File: src/rtl/core/mkeg_pkg.sv
// Shared types, constants, Morse table and microcode for the Morse keying event generator.
package mkeg_pkg;

  localparam int TIME_BITS     = 56;
  localparam int POSITION_BITS = 16;
  localparam int LEN_BITS      = 48;
  localparam int CFG_IDX_BITS  = 3;
  localparam int CODE_BITS     = 6;

  localparam logic [CFG_IDX_BITS-1:0] CFG_MODE       = 3'd0;
  localparam logic [CFG_IDX_BITS-1:0] CFG_DOT        = 3'd1;
  localparam logic [CFG_IDX_BITS-1:0] CFG_DASH       = 3'd2;
  localparam logic [CFG_IDX_BITS-1:0] CFG_ELEM_GAP   = 3'd3;
  localparam logic [CFG_IDX_BITS-1:0] CFG_LETTER_GAP = 3'd4;
  localparam logic [CFG_IDX_BITS-1:0] CFG_WORD_GAP   = 3'd5;

  localparam logic [1:0] MODE_OOK  = 2'd0;
  localparam logic [1:0] MODE_FSK  = 2'd1;
  localparam logic [1:0] MODE_DFCW = 2'd2;

  localparam logic [2:0] KIND_DOT  = 3'd0;
  localparam logic [2:0] KIND_DASH = 3'd1;
  localparam logic [2:0] KIND_EGAP = 3'd2;
  localparam logic [2:0] KIND_LGAP = 3'd3;
  localparam logic [2:0] KIND_WGAP = 3'd4;

  localparam logic [LEN_BITS-1:0] RST_DOT        = 48'd1000000000;
  localparam logic [LEN_BITS-1:0] RST_DASH       = 48'd3000000000;
  localparam logic [LEN_BITS-1:0] RST_ELEM_GAP   = 48'd1000000000;
  localparam logic [LEN_BITS-1:0] RST_LETTER_GAP = 48'd3000000000;
  localparam logic [LEN_BITS-1:0] RST_WORD_GAP   = 48'd7000000000;

  typedef enum logic [2:0] {
    ST_WAIT,
    ST_GAP,
    ST_MARK,
    ST_EGAP,
    ST_ERR
  } step_t;

  typedef enum logic [2:0] {
    EMIT_NONE,
    EMIT_LEAD,
    EMIT_KEY,
    EMIT_EGAP,
    EMIT_ERR
  } emit_t;

  typedef enum logic [1:0] {
    COND_DISPATCH,
    COND_EMIT,
    COND_MORE
  } cond_t;

  typedef struct packed {
    logic  take;
    emit_t emit;
    cond_t cond;
    logic  commit;
    step_t next_a;
    step_t next_b;
  } ctrl_t;

  typedef struct packed {
    logic accept;
    logic blank;
    logic bad;
    logic prev;
    logic done;
    logic more;
  } status_t;

  // Pattern is left-aligned: bit 5 is the first element, 1 means dash.
  typedef struct packed {
    logic                 ok;
    logic [2:0]           len;
    logic [CODE_BITS-1:0] pat;
  } morse_t;

  function automatic logic is_blank(input logic [7:0] c);
    return c inside {8'h20, [8'h09:8'h0D]};
  endfunction

  function automatic morse_t morse_lookup(input logic [7:0] c);
    logic [7:0] u;
    morse_t     m;
    u = (c inside {["a":"z"]}) ? c - 8'd32 : c;
    case (u)
      "A": m = {1'b1, 3'd2, 6'b010000};
      "B": m = {1'b1, 3'd4, 6'b100000};
      "C": m = {1'b1, 3'd4, 6'b101000};
      "D": m = {1'b1, 3'd3, 6'b100000};
      "E": m = {1'b1, 3'd1, 6'b000000};
      "F": m = {1'b1, 3'd4, 6'b001000};
      "G": m = {1'b1, 3'd3, 6'b110000};
      "H": m = {1'b1, 3'd4, 6'b000000};
      "I": m = {1'b1, 3'd2, 6'b000000};
      "J": m = {1'b1, 3'd4, 6'b011100};
      "K": m = {1'b1, 3'd3, 6'b101000};
      "L": m = {1'b1, 3'd4, 6'b010000};
      "M": m = {1'b1, 3'd2, 6'b110000};
      "N": m = {1'b1, 3'd2, 6'b100000};
      "O": m = {1'b1, 3'd3, 6'b111000};
      "P": m = {1'b1, 3'd4, 6'b011000};
      "Q": m = {1'b1, 3'd4, 6'b110100};
      "R": m = {1'b1, 3'd3, 6'b010000};
      "S": m = {1'b1, 3'd3, 6'b000000};
      "T": m = {1'b1, 3'd1, 6'b100000};
      "U": m = {1'b1, 3'd3, 6'b001000};
      "V": m = {1'b1, 3'd4, 6'b000100};
      "W": m = {1'b1, 3'd3, 6'b011000};
      "X": m = {1'b1, 3'd4, 6'b100100};
      "Y": m = {1'b1, 3'd4, 6'b101100};
      "Z": m = {1'b1, 3'd4, 6'b110000};
      "0": m = {1'b1, 3'd5, 6'b111110};
      "1": m = {1'b1, 3'd5, 6'b011110};
      "2": m = {1'b1, 3'd5, 6'b001110};
      "3": m = {1'b1, 3'd5, 6'b000110};
      "4": m = {1'b1, 3'd5, 6'b000010};
      "5": m = {1'b1, 3'd5, 6'b000000};
      "6": m = {1'b1, 3'd5, 6'b100000};
      "7": m = {1'b1, 3'd5, 6'b110000};
      "8": m = {1'b1, 3'd5, 6'b111000};
      "9": m = {1'b1, 3'd5, 6'b111100};
      "/": m = {1'b1, 3'd5, 6'b100100};
      "?": m = {1'b1, 3'd6, 6'b001100};
      ".": m = {1'b1, 3'd6, 6'b010101};
      ",": m = {1'b1, 3'd6, 6'b110011};
      "-": m = {1'b1, 3'd6, 6'b100001};
      "+": m = {1'b1, 3'd5, 6'b010100};
      "=": m = {1'b1, 3'd5, 6'b100010};
      default: m = '0;
    endcase
    return m;
  endfunction

  function automatic logic [CODE_BITS-1:0] len_mask(input logic [2:0] len);
    return ~(6'h3F >> len);
  endfunction

  function automatic logic later_marks(input logic [CODE_BITS-1:0] p,
                                       input logic [CODE_BITS-1:0] m,
                                       input logic dot_nz,
                                       input logic dash_nz);
    return ((|(m & ~p)) & dot_nz) | ((|p) & dash_nz);
  endfunction

  function automatic ctrl_t ucode(input step_t s);
    ctrl_t w;
    case (s)
      ST_WAIT: w = '{take: 1'b1, emit: EMIT_NONE, cond: COND_DISPATCH, commit: 1'b0,
                     next_a: ST_WAIT, next_b: ST_WAIT};
      ST_GAP:  w = '{take: 1'b0, emit: EMIT_LEAD, cond: COND_EMIT, commit: 1'b0,
                     next_a: ST_MARK, next_b: ST_MARK};
      ST_MARK: w = '{take: 1'b0, emit: EMIT_KEY, cond: COND_MORE, commit: 1'b1,
                     next_a: ST_EGAP, next_b: ST_WAIT};
      ST_EGAP: w = '{take: 1'b0, emit: EMIT_EGAP, cond: COND_EMIT, commit: 1'b0,
                     next_a: ST_MARK, next_b: ST_MARK};
      ST_ERR:  w = '{take: 1'b0, emit: EMIT_ERR, cond: COND_EMIT, commit: 1'b0,
                     next_a: ST_WAIT, next_b: ST_WAIT};
      default: w = '{take: 1'b0, emit: EMIT_NONE, cond: COND_EMIT, commit: 1'b0,
                     next_a: ST_WAIT, next_b: ST_WAIT};
    endcase
    return w;
  endfunction

endpackage

File: src/rtl/core/mkeg_seq.sv
// Microcode sequencer: step counter, control store and conditional jumps.
module mkeg_seq (
  input  logic              clk,
  input  logic              rst,
  input  mkeg_pkg::status_t stat,
  output mkeg_pkg::ctrl_t   ctrl
);
  import mkeg_pkg::*;

  step_t step;
  step_t step_next;

  always_ff @(posedge clk) begin
    if (rst) begin
      step <= ST_WAIT;
    end else begin
      step <= step_next;
    end
  end

  always_comb begin
    step_next = step;
    case (ctrl.cond)
      COND_DISPATCH: begin
        if (stat.accept) begin
          if (stat.blank) begin
            step_next = ST_WAIT;
          end else if (stat.bad) begin
            step_next = ST_ERR;
          end else if (stat.prev) begin
            step_next = ST_GAP;
          end else begin
            step_next = ST_MARK;
          end
        end
      end
      COND_EMIT: begin
        if (stat.done) begin
          step_next = ctrl.next_a;
        end
      end
      COND_MORE: begin
        if (stat.done) begin
          step_next = stat.more ? ctrl.next_a : ctrl.next_b;
        end
      end
      default: step_next = ST_WAIT;
    endcase
  end

  always_comb begin
    ctrl = ucode(step);
  end

endmodule

File: src/rtl/core/morse_keying_event_generator_core.sv
// Top level of the Morse keying event generator: datapath, registers and output stage.
//
// One message character enters per request on the input channel (symbol_char, new_message);
// the block answers with a run of keying events on the output channel, one event per
// transfer, with last_in_run set on the final event of the run. Whitespace gives no event,
// an unknown character gives a single event with bad_char set.
// Input is taken only while the sequencer waits at its dispatch step. A character is then
// accepted at the dispatch step and passes through one microcode step per possible event:
// an optional leading gap, then its marks separated by element gaps; an unknown character
// takes only the error step and whitespace none. The microcode sequencer issues one event
// step per cycle, and an event step waits while the output register is full and stalled;
// out_stall therefore holds back the whole sequencer but never loses or repeats an event.
// Configuration writes are accepted in every cycle and must be made while the block is
// idle. Reset restores the default timing registers, clears the time sum, position and
// gap state and empties the output register.
module morse_keying_event_generator_core (
  input  logic                                clk,
  input  logic                                rst,
  input  logic                                in_valid,
  output logic                                in_stall,
  input  logic [7:0]                          symbol_char,
  input  logic                                new_message,
  output logic                                out_valid,
  input  logic                                out_stall,
  output logic [2:0]                          element_kind,
  output logic                                carrier_on,
  output logic                                tone_select,
  output logic [mkeg_pkg::TIME_BITS-1:0]      event_start,
  output logic [mkeg_pkg::LEN_BITS-1:0]       event_length,
  output logic [mkeg_pkg::POSITION_BITS-1:0]  char_position,
  output logic                                last_in_run,
  output logic                                bad_char,
  input  logic                                cfg_valid,
  output logic                                cfg_ready,
  input  logic [mkeg_pkg::CFG_IDX_BITS-1:0]   cfg_index,
  input  logic [mkeg_pkg::LEN_BITS-1:0]       cfg_data
);
  import mkeg_pkg::*;

  ctrl_t   ctrl;
  status_t stat;

  logic [1:0]          keying_mode;
  logic [LEN_BITS-1:0] dot_time;
  logic [LEN_BITS-1:0] dash_time;
  logic [LEN_BITS-1:0] element_gap_time;
  logic [LEN_BITS-1:0] letter_gap_time;
  logic [LEN_BITS-1:0] word_gap_time;

  logic [TIME_BITS-1:0]     elapsed_time;
  logic [TIME_BITS-1:0]     elapsed_time_next;
  logic [POSITION_BITS-1:0] position_counter;
  logic [POSITION_BITS-1:0] prev_char_position;
  logic [POSITION_BITS-1:0] cur_pos;
  logic                     have_prev_char;
  logic                     space_pending;
  logic [CODE_BITS-1:0]     pat;
  logic [CODE_BITS-1:0]     mask;

  morse_t                   lookup;
  logic                     accept;
  logic [POSITION_BITS-1:0] accept_pos;
  logic                     gap_carrier;
  logic [LEN_BITS-1:0]      dash_len;
  logic                     dot_nz;
  logic                     dash_nz;
  logic                     egap_nz;
  logic                     cur_dash;
  logic                     out_free;
  logic                     load_out;
  logic                     commit;
  logic [TIME_BITS:0]       time_sum;

  logic [2:0]               ev_kind;
  logic                     ev_carrier;
  logic                     ev_tone;
  logic [LEN_BITS-1:0]      ev_len;
  logic [POSITION_BITS-1:0] ev_pos;
  logic                     ev_later;
  logic                     ev_nz;

  mkeg_seq u_seq (
    .clk  (clk),
    .rst  (rst),
    .stat (stat),
    .ctrl (ctrl)
  );

  assign cfg_ready = 1'b1;
  assign in_stall  = ~ctrl.take;
  assign accept    = ctrl.take & in_valid;
  assign lookup    = morse_lookup(symbol_char);
  assign accept_pos = new_message ? '0 : position_counter;

  assign gap_carrier = (keying_mode == MODE_FSK);
  assign dash_len    = (keying_mode == MODE_DFCW) ? dot_time : dash_time;
  assign dot_nz      = |dot_time;
  assign dash_nz     = |dash_len;
  assign egap_nz     = |element_gap_time;
  assign cur_dash    = pat[CODE_BITS-1];
  assign out_free    = ~out_valid | ~out_stall;

  always_comb begin
    ev_kind    = KIND_DOT;
    ev_carrier = 1'b0;
    ev_tone    = 1'b0;
    ev_len     = '0;
    ev_pos     = cur_pos;
    ev_later   = 1'b0;
    case (ctrl.emit)
      EMIT_LEAD: begin
        ev_kind    = space_pending ? KIND_WGAP : KIND_LGAP;
        ev_carrier = gap_carrier;
        ev_tone    = gap_carrier;
        ev_len     = space_pending ? word_gap_time : letter_gap_time;
        ev_pos     = space_pending ? prev_char_position + 1'b1 : prev_char_position;
        ev_later   = later_marks(pat, mask, dot_nz, dash_nz) | (mask[CODE_BITS-2] & egap_nz);
      end
      EMIT_KEY: begin
        ev_kind    = cur_dash ? KIND_DASH : KIND_DOT;
        ev_carrier = 1'b1;
        ev_tone    = (keying_mode == MODE_DFCW) & cur_dash;
        ev_len     = cur_dash ? dash_len : dot_time;
        ev_later   = later_marks({pat[CODE_BITS-2:0], 1'b0}, {mask[CODE_BITS-2:0], 1'b0},
                                 dot_nz, dash_nz) | (mask[CODE_BITS-2] & egap_nz);
      end
      EMIT_EGAP: begin
        ev_kind    = KIND_EGAP;
        ev_carrier = gap_carrier;
        ev_tone    = gap_carrier;
        ev_len     = element_gap_time;
        ev_later   = later_marks(pat, mask, dot_nz, dash_nz) | (mask[CODE_BITS-2] & egap_nz);
      end
      default: begin
        ev_kind = KIND_DOT;
      end
    endcase
  end

  assign ev_nz = |ev_len;

  always_comb begin
    stat.accept = accept;
    stat.blank  = is_blank(symbol_char);
    stat.bad    = ~lookup.ok;
    stat.prev   = have_prev_char & ~new_message;
    stat.more   = mask[CODE_BITS-2];
    case (ctrl.emit)
      EMIT_NONE: stat.done = 1'b1;
      EMIT_ERR:  stat.done = out_free;
      default:   stat.done = out_free | ~ev_nz;
    endcase
  end

  assign load_out = out_free & ((ctrl.emit == EMIT_ERR) ||
                    (ev_nz && (ctrl.emit == EMIT_LEAD || ctrl.emit == EMIT_KEY ||
                               ctrl.emit == EMIT_EGAP)));
  assign commit   = ctrl.commit & stat.done & ~stat.more;

  assign time_sum = {1'b0, elapsed_time} + (TIME_BITS + 1)'(ev_len);
  assign elapsed_time_next = time_sum[TIME_BITS] ? '1 : time_sum[TIME_BITS-1:0];

  always_ff @(posedge clk) begin
    if (rst) begin
      keying_mode      <= MODE_OOK;
      dot_time         <= RST_DOT;
      dash_time        <= RST_DASH;
      element_gap_time <= RST_ELEM_GAP;
      letter_gap_time  <= RST_LETTER_GAP;
      word_gap_time    <= RST_WORD_GAP;
    end else if (cfg_valid) begin
      case (cfg_index)
        CFG_MODE:       keying_mode      <= cfg_data[1:0];
        CFG_DOT:        dot_time         <= cfg_data;
        CFG_DASH:       dash_time        <= cfg_data;
        CFG_ELEM_GAP:   element_gap_time <= cfg_data;
        CFG_LETTER_GAP: letter_gap_time  <= cfg_data;
        CFG_WORD_GAP:   word_gap_time    <= cfg_data;
        default: begin
        end
      endcase
    end
  end

  always_ff @(posedge clk) begin
    if (rst) begin
      elapsed_time       <= '0;
      position_counter   <= '0;
      prev_char_position <= '0;
      have_prev_char     <= 1'b0;
      space_pending      <= 1'b0;
    end else begin
      if (accept) begin
        position_counter <= accept_pos + 1'b1;
        if (new_message) begin
          elapsed_time   <= '0;
          have_prev_char <= 1'b0;
        end
        if (is_blank(symbol_char)) begin
          space_pending <= 1'b1;
        end else if (new_message) begin
          space_pending <= 1'b0;
        end
      end else if (load_out && ctrl.emit != EMIT_ERR) begin
        elapsed_time <= elapsed_time_next;
      end
      if (commit) begin
        have_prev_char     <= 1'b1;
        space_pending      <= 1'b0;
        prev_char_position <= cur_pos;
      end
    end
  end

  always_ff @(posedge clk) begin
    if (accept) begin
      cur_pos <= accept_pos;
      pat     <= lookup.pat;
      mask    <= len_mask(lookup.len);
    end else if (ctrl.emit == EMIT_KEY && stat.done) begin
      pat  <= {pat[CODE_BITS-2:0], 1'b0};
      mask <= {mask[CODE_BITS-2:0], 1'b0};
    end
  end

  always_ff @(posedge clk) begin
    if (rst) begin
      out_valid <= 1'b0;
    end else if (load_out) begin
      out_valid <= 1'b1;
    end else if (!out_stall) begin
      out_valid <= 1'b0;
    end
  end

  always_ff @(posedge clk) begin
    if (load_out) begin
      element_kind  <= ev_kind;
      carrier_on    <= ev_carrier;
      tone_select   <= ev_tone;
      event_start   <= elapsed_time;
      event_length  <= ev_len;
      char_position <= ev_pos;
      last_in_run   <= (ctrl.emit == EMIT_ERR) | ~ev_later;
      bad_char      <= (ctrl.emit == EMIT_ERR);
    end
  end

endmodule

File: config.mk
export PLATFORM = sky130hd
export DESIGN_NAME = morse_keying_event_generator_core
export DESIGN_NICKNAME = d
export VERILOG_FILES = /design/src/rtl/core/mkeg_pkg.sv /design/src/rtl/core/mkeg_seq.sv /design/src/rtl/core/morse_keying_event_generator_core.sv
export SDC_FILE = /design/constraint.sdc
export NUM_CORES = 1
export LEC_CHECK = 0
export BUFFER_PORTS_ARGS = -buffer_cell sky130_fd_sc_hd__buf_4
export CAP_MARGIN = 25
export CORE_ASPECT_RATIO = 1.1
export CORE_MARGIN = 8
export CORE_UTILIZATION = 40
export DETAILED_ROUTE_END_ITERATION = 10
export GPL_TIMING_DRIVEN = 0
export RECOVER_POWER = 25
export SKIP_CTS_REPAIR_TIMING = 1
export SLEW_MARGIN = 40
export SYNTH_ARGS = -nofsm -noshare
export SYNTH_HDL_FRONTEND = slang
export SYNTH_HIERARCHICAL = 1
export SYNTH_SLANG_ARGS = --single-unit
File: constraint.sdc
create_clock -name clk -period 9.1 [get_ports clk]
set_clock_uncertainty 0.05 [all_clocks]
set_input_delay 1.82 -clock clk [delete_from_list [all_inputs] [get_ports clk]]
set_output_delay 1.82 -clock clk [all_outputs]
set_load 0.005 [all_outputs]
==> Flow_metrics.wiki, run 1 <==
{| class="wikitable"
! Metric !! Value
|-
| Final WS setup || 1.370 ns
|-
| Top-Level Pins || 195
|-
| Total Power || 8.699 mW
|-
| Total grt overflow || 0
|-
| Worst path slowest cell || sky130_fd_sc_hd__nor2b_1
|-
| Mean instance size in the synthesized netlist || 8.763 µm²
|-
| Core Rows || 94
|-
| Peak VDD IR || 154.3 µV
|-
| Crit path cell chain || clkbuf_1, nor2b_1, buf_2, buf_2, buf_2, clkbuf_1, a21oi_1, o22ai_1, ha_1, nand2_1, nor2_1, nand3_1, o311ai_1, a21oi_1, o21ai_0, o31a_1, a21oi_1, buf_2, buf_2, a221oi_1
|-
| Via density || 5.781
|-
| Detailed Route Iter0 Violations || 2140
|-
| Buffers on Ports || 193
|-
| Global-route wire length before repair || 132.6 mm
|-
| Clock slew at reported path FFs || 0.07 ns
|-
| Global routing usage summed across all routing layers || 25.19%
|-
| Setup repair after global routing missed its margin || false
|-
| Area of all sequential standard cells || 11380 µm²
|-
| Total nets after synthesis || 2876
|-
| Fillers || 5765
|-
| Clock tree from TritonCTS || yes
|-
| Leading cell type in the layout, fill and taps excluded || sky130_fd_sc_hd__nand2_1
|-
| WL final || 90.18 mm
|-
| Maximum capacitance violations || 0
|-
| Vias in the first global route || 21.01k
|-
| Worst EP arrival || 8.18 ns
|-
| Final-report max-slew violation count || 0
|-
| Number of buffers added by the clock tree synthesis step || 52
|-
| Relative area change from synthesis to final layout || 18.55%
|-
| Peak fanout along the critical path || 10
|-
| Final ANT Viol Nets || 0
|-
| Leakage dissipation || 10.86 nW
|-
| Required time of the critical path || 9.55 ns
|-
| Total number of H-tree levels || 2
|-
| Layout cell share with drive strength beyond 1 || 11.29%
|-
| CTS sink count || 491
|-
| Synthesized instance count || 2751
|-
| Yosys warnings || 6
|-
| Nets || 3130
|-
| Pin count of the biggest net entering global routing || 29
|-
| Clk Latency, worst-skew pair || 0.61 ns
|-
| Die Span Y || 273.5 µm
|-
| Total number of vias || 22.07k
|-
| Maximum clock frequency || 129.4 MHz
|-
| DRC violation count after routing || 0
|-
| Most Frequent Cell on Critical Path || sky130_fd_sc_hd__buf_2
|-
| First-pass DRT Iterations || 5
|-
| Share of the clock period used by the worst path || 84.95%
|-
| Longest Clk Path Bufs || 3
|-
| Reg2Reg Launch Point || u_seq/step[1]$_SDFFE_PP0P_
|-
| Run status || finished clean
|-
| Worst hold-check path type || reg2reg
|-
| Crit path kind || reg2reg
|-
| Die area || 68390 µm²
|-
| Root buffer cell || sky130_fd_sc_hd__clkbuf_16
|-
| Largest stage delay on the critical path || 0.87 ns
|-
| Launching element of the worst setup path || u_seq/step[1]$_SDFFE_PP0P_
|-
| Effective utilization at floorplan || 40.35%
|-
| Endpoints failing setup || 0
|-
| Final RePlAce weighted congestion || 1.016
|-
| Transition time at the pin with the least slew margin || 1.388 ns
|-
| Number of failing hold endpoints at the final stage || 0
|-
| Core area || 59750 µm²
|-
| Final critical-path required period || 7.730 ns
|-
| Element type at the critical path end || flop
|-
| Tightest slew margin relative to the limit || 7.446%
|-
| Hpwl dp || 70.88 mm
|-
| Antenna violations before repair || 2
|-
| Area of the multi-input gates || 11890 µm²
|-
| PD cells || 304.4 nW/µm²
|-
| Critical path startpoint category || flop
|-
| Mapped cell area || 24110 µm²
|-
| Beginning of the worst hold path || elapsed_time[54]$_SDFFE_PP0P_
|-
| Commonest non-fill, non-tap cells in the layout || sky130_fd_sc_hd__nand2_1, sky130_fd_sc_hd__dfxtp_1, sky130_fd_sc_hd__a21oi_1, sky130_fd_sc_hd__clkbuf_1, sky130_fd_sc_hd__edfxtp_1
|-
| Design area || 28580 µm²
|-
| Worst slack, placed || 2.164 ns
|-
| Cell area reported after detailed placement || 26710 µm²
|-
| Routed length per placed instance || 23.62 µm
|-
| Width of the die || 250.1 µm
|}
sequential cells by signal, summed over array words and instances (netlist names), 6 cells and up:
signal and count:
event_length 48, letter_gap_time 48, element_gap_time 48, dash_time 48
prev_char_position 16, cur_pos 16, word_gap_time 48, mask 6
pat 6, position_counter 16, dot_time 48, event_start 56
elapsed_time 56, char_position 16
worst paths after layout:
path / endpoint / cells after the start / slack (ns)
worst min register to register: event_start[54]$_DFFE_PP_ / 0 / 0.40
worst max-delay path: elapsed_time[28]$_SDFFE_PP0P_ / 20 / 1.37
worst max register to register: elapsed_time[28]$_SDFFE_PP0P_ / 20 / 1.37
worst min-delay path: event_start[54]$_DFFE_PP_ / 0 / 0.40
where the power goes:
group,switching (mW),internal (mW),total [mW]
registers,0.257,2.90,3.15
clock network,0.943,1.45,2.39
logic,2.03,1.12,3.15
layer usage:
layer / GRT usage (%) / up-vias / routed length (µm)
li1: - / 10310 / -
met1: 32.23 / 10610 / 37660
met2: 41.61 / 941 / 41870
met3: 4.006 / 211 / 6279
met4: 11.72 / 0 / 4364
met5: 0 / - / 0
layout make-up:
| class | instances | area share, % |
|---|---|---|
| Multi-Input combinational cell | 2036 | 41.60 |
| Tap cell | 768 | 3.362 |
| Clock inverter | 29 | 1.655 |
| Antenna cell | 1 | 0.008756 |
| Clock buffer | 68 | 5.083 |
| Sequential cell | 491 | 39.82 |
| Timing Repair Buffer | 200 | 5.324 |
| Inverter | 36 | 0.4728 |
| Buffer | 188 | 2.671 |
metrics by stage:
stage / setup TNS (ns) / util, % / hold WS (ns) / instances
after global placement: -482.85 / 44.38 / 0.3741 / 3712
after global routing: 0 / 47.83 / 0.4038 / 3817
after detailed placement: 0 / 44.70 / 0.3883 / 3719
after CTS: 0 / 47.92 / 0.4009 / 3816
final: 0 / 47.83 / 0.3991 / 3817
after floorplan: 0 / - / 0.3582 / 2751
worst max-delay path, delay by kind of cell (launching register included):
family	cells	cell delay [ns]
AO/OA/AOI/OAI	8	3.24
buffers and inverters	7	2.34
AND/OR/NAND/NOR	4	1.29
adder cells (fa/ha/maj)	1	0.35
flip-flops	1	0.31
No activity file was read; power rests on OpenSTA's default activity.
==> run 2, diff against run 1 <==
- clock period: 9.1 -> 7.5 ns (I/O delays scaled with it)
==> Flow_metrics.wiki, run 2 (synthesis results as in run 1) <==
{| class="wikitable"
! Metric !! Value
|-
| Core area || 59750 µm² (unchanged)
|-
| Final ANT Viol Nets || 0 (unchanged)
|-
| Setup TNS Final || 0 ns (unchanged)
|-
| Leakage dissipation || 10.79 nW (-0.60%)
|-
| PD cells || 365.0 nW/µm² (+20%)
|-
| Total number of vias || 22.06k (-0.023%)
|-
| Global-route wire length before repair || 134.8 mm (+1.6%)
|-
| Root buffer cell || sky130_fd_sc_hd__clkbuf_16
|-
| Worst EP arrival || 7.59 ns (-0.59 ns)
|-
| Fillers || 5807 (+0.73%)
|-
| Worst hold-check path type || reg2reg
|-
| Top-Level Pins || 195 (unchanged)
|-
| Leading cell type in the layout, fill and taps excluded || sky130_fd_sc_hd__nand2_1
|-
| Nets || 3131 (+0.032%)
|-
| Cell area reported after detailed placement || 26750 µm² (+0.17%)
|-
| Clk Latency, worst-skew pair || 0.61 ns (about the same)
|-
| Share of the clock period used by the worst path || 95.39% (+10 points)
|-
| Width of the die || 250.1 µm (unchanged)
|-
| Part of the power in the clock network || 26.0% (-1.5 points)
|-
| Reg power frac || 36.8% (+0.5 points)
|-
| Longest Clk Path Bufs || 3 (unchanged)
|-
| Run status || finished clean
|-
| Die area || 68390 µm² (unchanged)
|-
| Hpwl dp || 71.90 mm (+1.4%)
|-
| Maximum clock frequency || 139.8 MHz (+8.1%)
|-
| Critical path startpoint category || flop
|-
| Total number of H-tree levels || 2 (unchanged)
|-
| Peak VDD IR || 204.8 µV (+33%)
|-
| Pin count of the biggest net entering global routing || 29 (unchanged)
|-
| Switching pwr || 3.895 mW (+21%)
|-
| First-pass DRT Iterations || 6 (+1)
|-
| Layout cell share with drive strength beyond 1 || 11.16% (-0.12 points)
|-
| Total Power || 10.39 mW (+19%)
|-
| Biggest regs || elapsed_time (56), event_start (56)
|-
| Detailed Route Iter0 Violations || 1968 (-8.0%)
|-
| Number of failing hold endpoints at the final stage || 0 (unchanged)
|-
| Global routing usage summed across all routing layers || 25.67% (+0.47 points)
|-
| Number of buffers added by the clock tree synthesis step || 52 (unchanged)
|-
| Effective utilization at floorplan || 40.35% (unchanged)
|-
| Maximum capacitance violations || 0 (unchanged)
|-
| Vias in the first global route || 21.42k (+1.9%)
|-
| Setup repair after global routing missed its margin || false
|-
| WL final || 91.13 mm (+1.1%)
|-
| Final RePlAce weighted congestion || 0.9989 (-1.7%)
|-
| Routed length per placed instance || 23.89 µm (+1.1%)
|-
| Peak fanout along the critical path || 10 (unchanged)
|-
| Design area || 28470 µm² (-0.39%)
|-
| Antenna violations before repair || 2 (unchanged)
|-
| Clock slew at reported path FFs || 0.06 ns (about the same)
|-
| Combinational group share of total power || 37.2% (+0.9 points)
|-
| DRC violation count after routing || 0 (unchanged)
|-
| Clock tree from TritonCTS || yes
|-
| Required time of the critical path || 7.94 ns (-1.61 ns)
|-
| Cell Int Power || 6.497 mW (+19%)
|-
| Tightest slew margin relative to the limit || 7.820% (+0.37 points)
|-
| Buffers on Ports || 193 (unchanged)
|-
| Endpoints failing setup || 0 (unchanged)
|-
| Core Rows || 94 (unchanged)
|-
| Via density || 5.783 (about the same)
|-
| Total grt overflow || 0 (unchanged)
|-
| CTS sink count || 491 (unchanged)
|-
| Commonest non-fill, non-tap cells in the layout || sky130_fd_sc_hd__nand2_1, sky130_fd_sc_hd__dfxtp_1, sky130_fd_sc_hd__a21oi_1, sky130_fd_sc_hd__clkbuf_1, sky130_fd_sc_hd__edfxtp_1
|-
| Switching portion of total power || 37.48% (+0.33 points)
|-
| Area of the multi-input gates || 11900 µm² (about the same)
|-
| Crit path kind || reg2reg
|-
| Transition time at the pin with the least slew margin || 1.383 ns (-0.005603 ns)
|-
| Final critical-path required period || 7.154 ns (-0.5760 ns)
|-
| Final-report max-slew violation count || 0 (unchanged)
|-
| Die Span Y || 273.5 µm (unchanged)
|-
| Area of all sequential standard cells || 11380 µm² (unchanged)
|-
| Core utilization of the finished layout || 47.65% (-0.18 points)
|-
| Element type at the critical path end || flop
|-
| Relative area change from synthesis to final layout || 18.09%
|}
run 2: cell count changes in the layout (fill, tap and decap cells not counted), sizes merged:
| cell | before | now |
|---|---|---|
| buf | 189 | 175 |
| bufinv | 11 | 7 |
| clkbuf | 267 | 282 |
| clkinv | 11 | 16 |
| inv | 40 | 36 |
run 2: area by class of cell:
cell class,count,area share [%]
Multi-Input combinational cell,2036,41.79
Sequential cell,491,39.98
Timing Repair Buffer,201,5.392
Inverter,36,0.4746
Antenna cell,1,0.008790
Buffer,188,2.716
Tap cell,768,3.375
Clock buffer,68,5.067
Clock inverter,26,1.200
run 2: path summary, 6_finish.rpt:
| kind | slack [ns] | cells after the start | from | end |
|---|---|---|---|---|
| setup / recovery | 0.35 | 19 | u_seq/step[2]$_SDFFE_PP0P_ | elapsed_time[27]$_SDFFE_PP0P_ |
| hold / removal | 0.40 | 0 | elapsed_time[54]$_SDFFE_PP0P_ | event_start[54]$_DFFE_PP_ |
| setup reg to reg | 0.35 | 19 | u_seq/step[2]$_SDFFE_PP0P_ | elapsed_time[27]$_SDFFE_PP0P_ |
| hold reg to reg | 0.40 | 0 | elapsed_time[54]$_SDFFE_PP0P_ | event_start[54]$_DFFE_PP_ |
run 2: metal layers:
layer  routed length (µm)  part of all wire [%]  vias up  GRT usage, %
met1                37710                    41    10620         32.48
met2                42110                    46      917         42.67
met4                 4713                   5.2        0         12.06
met5                    0                     0        -             0
li1                     -                     -    10320             -
met3                 6590                   7.2      209         4.215
run 2: power groups by stage:
stage	logic [mW]	clock network, mW	registers, mW
2_1_floorplan	2.12	0	3.87
4_1_cts	3.89	2.75	3.83
5_1_grt	4.16	2.85	3.88
3_5_place_dp	3.88	0	3.88
3_3_place_gp	3.66	0	3.96
6_report	3.86	2.71	3.82
run 2: worst max-delay path, stage by stage (launching register included):
cell and delay, ns:
sky130_fd_sc_hd__dfxtp_1 0.32, sky130_fd_sc_hd__buf_6 0.13, sky130_fd_sc_hd__nor3b_2 0.53, sky130_fd_sc_hd__inv_1 0.45
sky130_fd_sc_hd__nand2_1 0.18, sky130_fd_sc_hd__clkbuf_1 0.50, sky130_fd_sc_hd__clkbuf_1 0.55, sky130_fd_sc_hd__o22ai_1 0.39
sky130_fd_sc_hd__ha_1 0.49, sky130_fd_sc_hd__o211ai_1 0.13, sky130_fd_sc_hd__o211ai_1 0.23, sky130_fd_sc_hd__a21oi_1 0.18
sky130_fd_sc_hd__o311ai_1 0.60, sky130_fd_sc_hd__a21oi_1 0.20, sky130_fd_sc_hd__o21ai_0 0.58, sky130_fd_sc_hd__o31a_1 0.46
sky130_fd_sc_hd__a21oi_1 0.23, sky130_fd_sc_hd__buf_2 0.27, sky130_fd_sc_hd__buf_2 0.23, sky130_fd_sc_hd__a221oi_1 0.33
run 2: per-stage QoR:
| stage | setup WS (ns) | hold WS [ns] | std cells |
|---|---|---|---|
| floorplan | 1.638 | 0.3582 | 2751 |
| global placement | -1.522 | 0.3759 | 3712 |
| detailed placement | 0.5461 | 0.3766 | 3720 |
| CTS | 0.5374 | 0.3920 | 3814 |
| global route | 0.1392 | 0.4000 | 3814 |
| finish | 0.3457 | 0.3993 | 3815 |
==> run 3, diff against run 2 <==
- CELL_PAD_IN_SITES_DETAIL_PLACEMENT: unset -> 0
- CELL_PAD_IN_SITES_GLOBAL_PLACEMENT: unset -> 1
- PLACE_DENSITY_LB_ADDON: unset -> 0.1
==> Flow_metrics.wiki, run 3 (synthesis results as in run 1) <==
{| class="wikitable"
! Metric !! Value
|-
| Run status || finished clean
|-
| Detailed Route Iter0 Violations || 1656 (-16%)
|-
| Peak VDD IR || 180.7 µV (-12%)
|-
| Final-layout worst hold slack || 0.3869 ns (-0.01244 ns)
|-
| Share of the clock period used by the worst path || 94.88% (-0.51 points)
|-
| Hpwl dp || 74.89 mm (+4.2%)
|-
| DRC violation count after routing || 0 (unchanged)
|-
| Number of failing hold endpoints at the final stage || 0 (unchanged)
|-
| Worst hold-check path type || reg2reg
|-
| Effective utilization at floorplan || 40.35% (unchanged)
|-
| Total grt overflow || 0 (unchanged)
|-
| Longest Clk Path Bufs || 3 (unchanged)
|-
| First-pass DRT Iterations || 7 (+1)
|-
| Final ANT Viol Nets || 0 (unchanged)
|-
| Antenna violations before repair || 2 (unchanged)
|-
| Worst EP arrival || 7.57 ns (-0.02 ns)
|-
| Required time of the critical path || 7.95 ns (about the same)
|-
| Final-report max-slew violation count || 0 (unchanged)
|-
| Routed length per placed instance || 24.74 µm (+3.6%)
|-
| Final RePlAce weighted congestion || 0.9529 (-4.6%)
|-
| Final WS setup || 0.3840 ns (+0.03830 ns)
|-
| Peak fanout along the critical path || 10 (unchanged)
|-
| Top-Level Pins || 195 (unchanged)
|-
| Setup repair after global routing missed its margin || false
|-
| Total Power || 10.50 mW (+1.1%)
|-
| CTS sink count || 491 (unchanged)
|-
| Biggest regs || elapsed_time (56), event_start (56)
|-
| Via density || 5.718 (-1.1%)
|-
| PD cells || 367.9 nW/µm² (+0.80%)
|-
| Critical path startpoint category || flop
|-
| Path depth of the worst reg2reg path || 19 (unchanged)
|-
| WL final || 94.67 mm (+3.9%)
|-
| Die Span Y || 273.5 µm (unchanged)
|-
| Maximum capacitance violations || 0 (unchanged)
|-
| Element type at the critical path end || flop
|-
| Worst slack, placed || 0.3274 ns (-0.2187 ns)
|-
| Core utilization of the finished layout || 47.78% (+0.13 points)
|-
| Clock tree from TritonCTS || yes
|-
| Tightest slew margin relative to the limit || 6.437% (-1.4 points)
|-
| Dpl cells || 3720 (unchanged)
|-
| Finished Layout Cells || 3826 (+0.29%)
|-
| Total number of vias || 21.88k (-0.83%)
|-
| Layout cell share with drive strength beyond 1 || 11.22% (+0.062 points)
|-
| Vias in the first global route || 20.97k (-2.1%)
|-
| Global routing usage summed across all routing layers || 26.70% (+1.0 points)
|-
| Final critical-path required period || 7.116 ns (-0.03830 ns)
|-
| Core Rows || 94 (unchanged)
|-
| Worst hold path depth || 0 (unchanged)
|-
| Buffers on Ports || 193 (unchanged)
|-
| Clk Latency, worst-skew pair || 0.63 ns (+0.02 ns)
|-
| Nets || 3134 (+0.096%)
|-
| Endpoints failing setup || 0 (unchanged)
|-
| Core area || 59750 µm² (unchanged)
|-
| Leading cell type in the layout, fill and taps excluded || sky130_fd_sc_hd__nand2_1
|-
| Transition time at the pin with the least slew margin || 1.403 ns (+0.02074 ns)
|-
| Crit path kind || reg2reg
|-
| Global-route wire length before repair || 138.5 mm (+2.8%)
|-
| Width of the die || 250.1 µm (unchanged)
|-
| Relative area change from synthesis to final layout || 18.41%
|-
| Number of buffers added by the clock tree synthesis step || 55 (+5.8%)
|-
| Root buffer cell || sky130_fd_sc_hd__clkbuf_16
|-
| Total number of H-tree levels || 2 (unchanged)
|-
| Leakage dissipation || 10.83 nW (+0.33%)
|-
| Clock slew at reported path FFs || 0.06 ns (about the same)
|-
| Die area || 68390 µm² (unchanged)
|-
| Pin count of the biggest net entering global routing || 29 (unchanged)
|-
| Commonest non-fill, non-tap cells in the layout || sky130_fd_sc_hd__nand2_1, sky130_fd_sc_hd__dfxtp_1, sky130_fd_sc_hd__a21oi_1, sky130_fd_sc_hd__clkbuf_1, sky130_fd_sc_hd__edfxtp_1
|-
| Maximum clock frequency || 140.5 MHz (+0.54%)
|}
[run 3: cell types whose count changed in the layout (fill, tap and decap cells not counted), sizes merged]
cell,change
clkinv,-3
buf,-7
inv,+1
clkbuf,+19
diode,+1
[run 3: layer usage]
metal | up-vias | wire (µm) | part of all wire (%) | global-route usage, %
li1 | 10340 | - | - | -
met1 | 10640 | 41220 | 44 | 34.71
met2 | 753 | 44910 | 47 | 45.37
met3 | 147 | 5281 | 5.6 | 3.798
met4 | 0 | 3263 | 3.4 | 8.993
met5 | - | 0 | 0 | 0
[run 3: final cells by class]
type                    instances  area, µm²
well taps                     768      960.9
diodes                          2      5.005
inverters                      36      135.1
clock buffers                  80       1592
fillers                      5894      31200
flip-flops and latches        491      11380
repair buffers                201       1475
plain buffers                 188      777.0
multi-input cells            2036      11900
clock inverters                24      317.8
[run 3: path summary, 6_finish.rpt]
check                                 from                       endpoint  slack (ns)
max reg2reg     u_seq/step[2]$_SDFFE_PP0P_  elapsed_time[29]$_SDFFE_PP0P_        0.38
min          elapsed_time[54]$_SDFFE_PP0P_      event_start[54]$_DFFE_PP_        0.39
max             u_seq/step[2]$_SDFFE_PP0P_  elapsed_time[29]$_SDFFE_PP0P_        0.38
min reg2reg  elapsed_time[54]$_SDFFE_PP0P_      event_start[54]$_DFFE_PP_        0.39
[run 3: power breakdown]
group	switching, mW	total [mW]	internal [mW]
registers	0.301	3.82	3.52
clock network	1.15	2.86	1.71
logic	2.48	3.83	1.34
[run 3: worst max-delay path: stages, from the launching register on]
cell	delay, ns
sky130_fd_sc_hd__dfxtp_1	0.32
sky130_fd_sc_hd__buf_6	0.13
sky130_fd_sc_hd__nor3b_2	0.49
sky130_fd_sc_hd__inv_1	0.41
sky130_fd_sc_hd__nand2_1	0.19
sky130_fd_sc_hd__clkbuf_1	0.55
sky130_fd_sc_hd__clkbuf_1	0.49
sky130_fd_sc_hd__o21bai_1	0.37
sky130_fd_sc_hd__ha_1	0.48
sky130_fd_sc_hd__a211oi_1	0.11
sky130_fd_sc_hd__o211ai_1	0.25
sky130_fd_sc_hd__a21oi_1	0.17
sky130_fd_sc_hd__o311ai_1	0.60
sky130_fd_sc_hd__a21oi_1	0.21
sky130_fd_sc_hd__o21ai_0	0.63
sky130_fd_sc_hd__o31a_1	0.48
sky130_fd_sc_hd__a21oi_1	0.24
sky130_fd_sc_hd__buf_2	0.28
sky130_fd_sc_hd__buf_2	0.23
sky130_fd_sc_hd__a221oi_1	0.29
[run 3: metrics by stage]
stage,cell area [µm²],TNS [ns]
after floorplan,24110,0
after global placement,26520,-155.68
after detailed placement,26720,0
after CTS,28630,0
after global routing,28540,0
final,28550,0
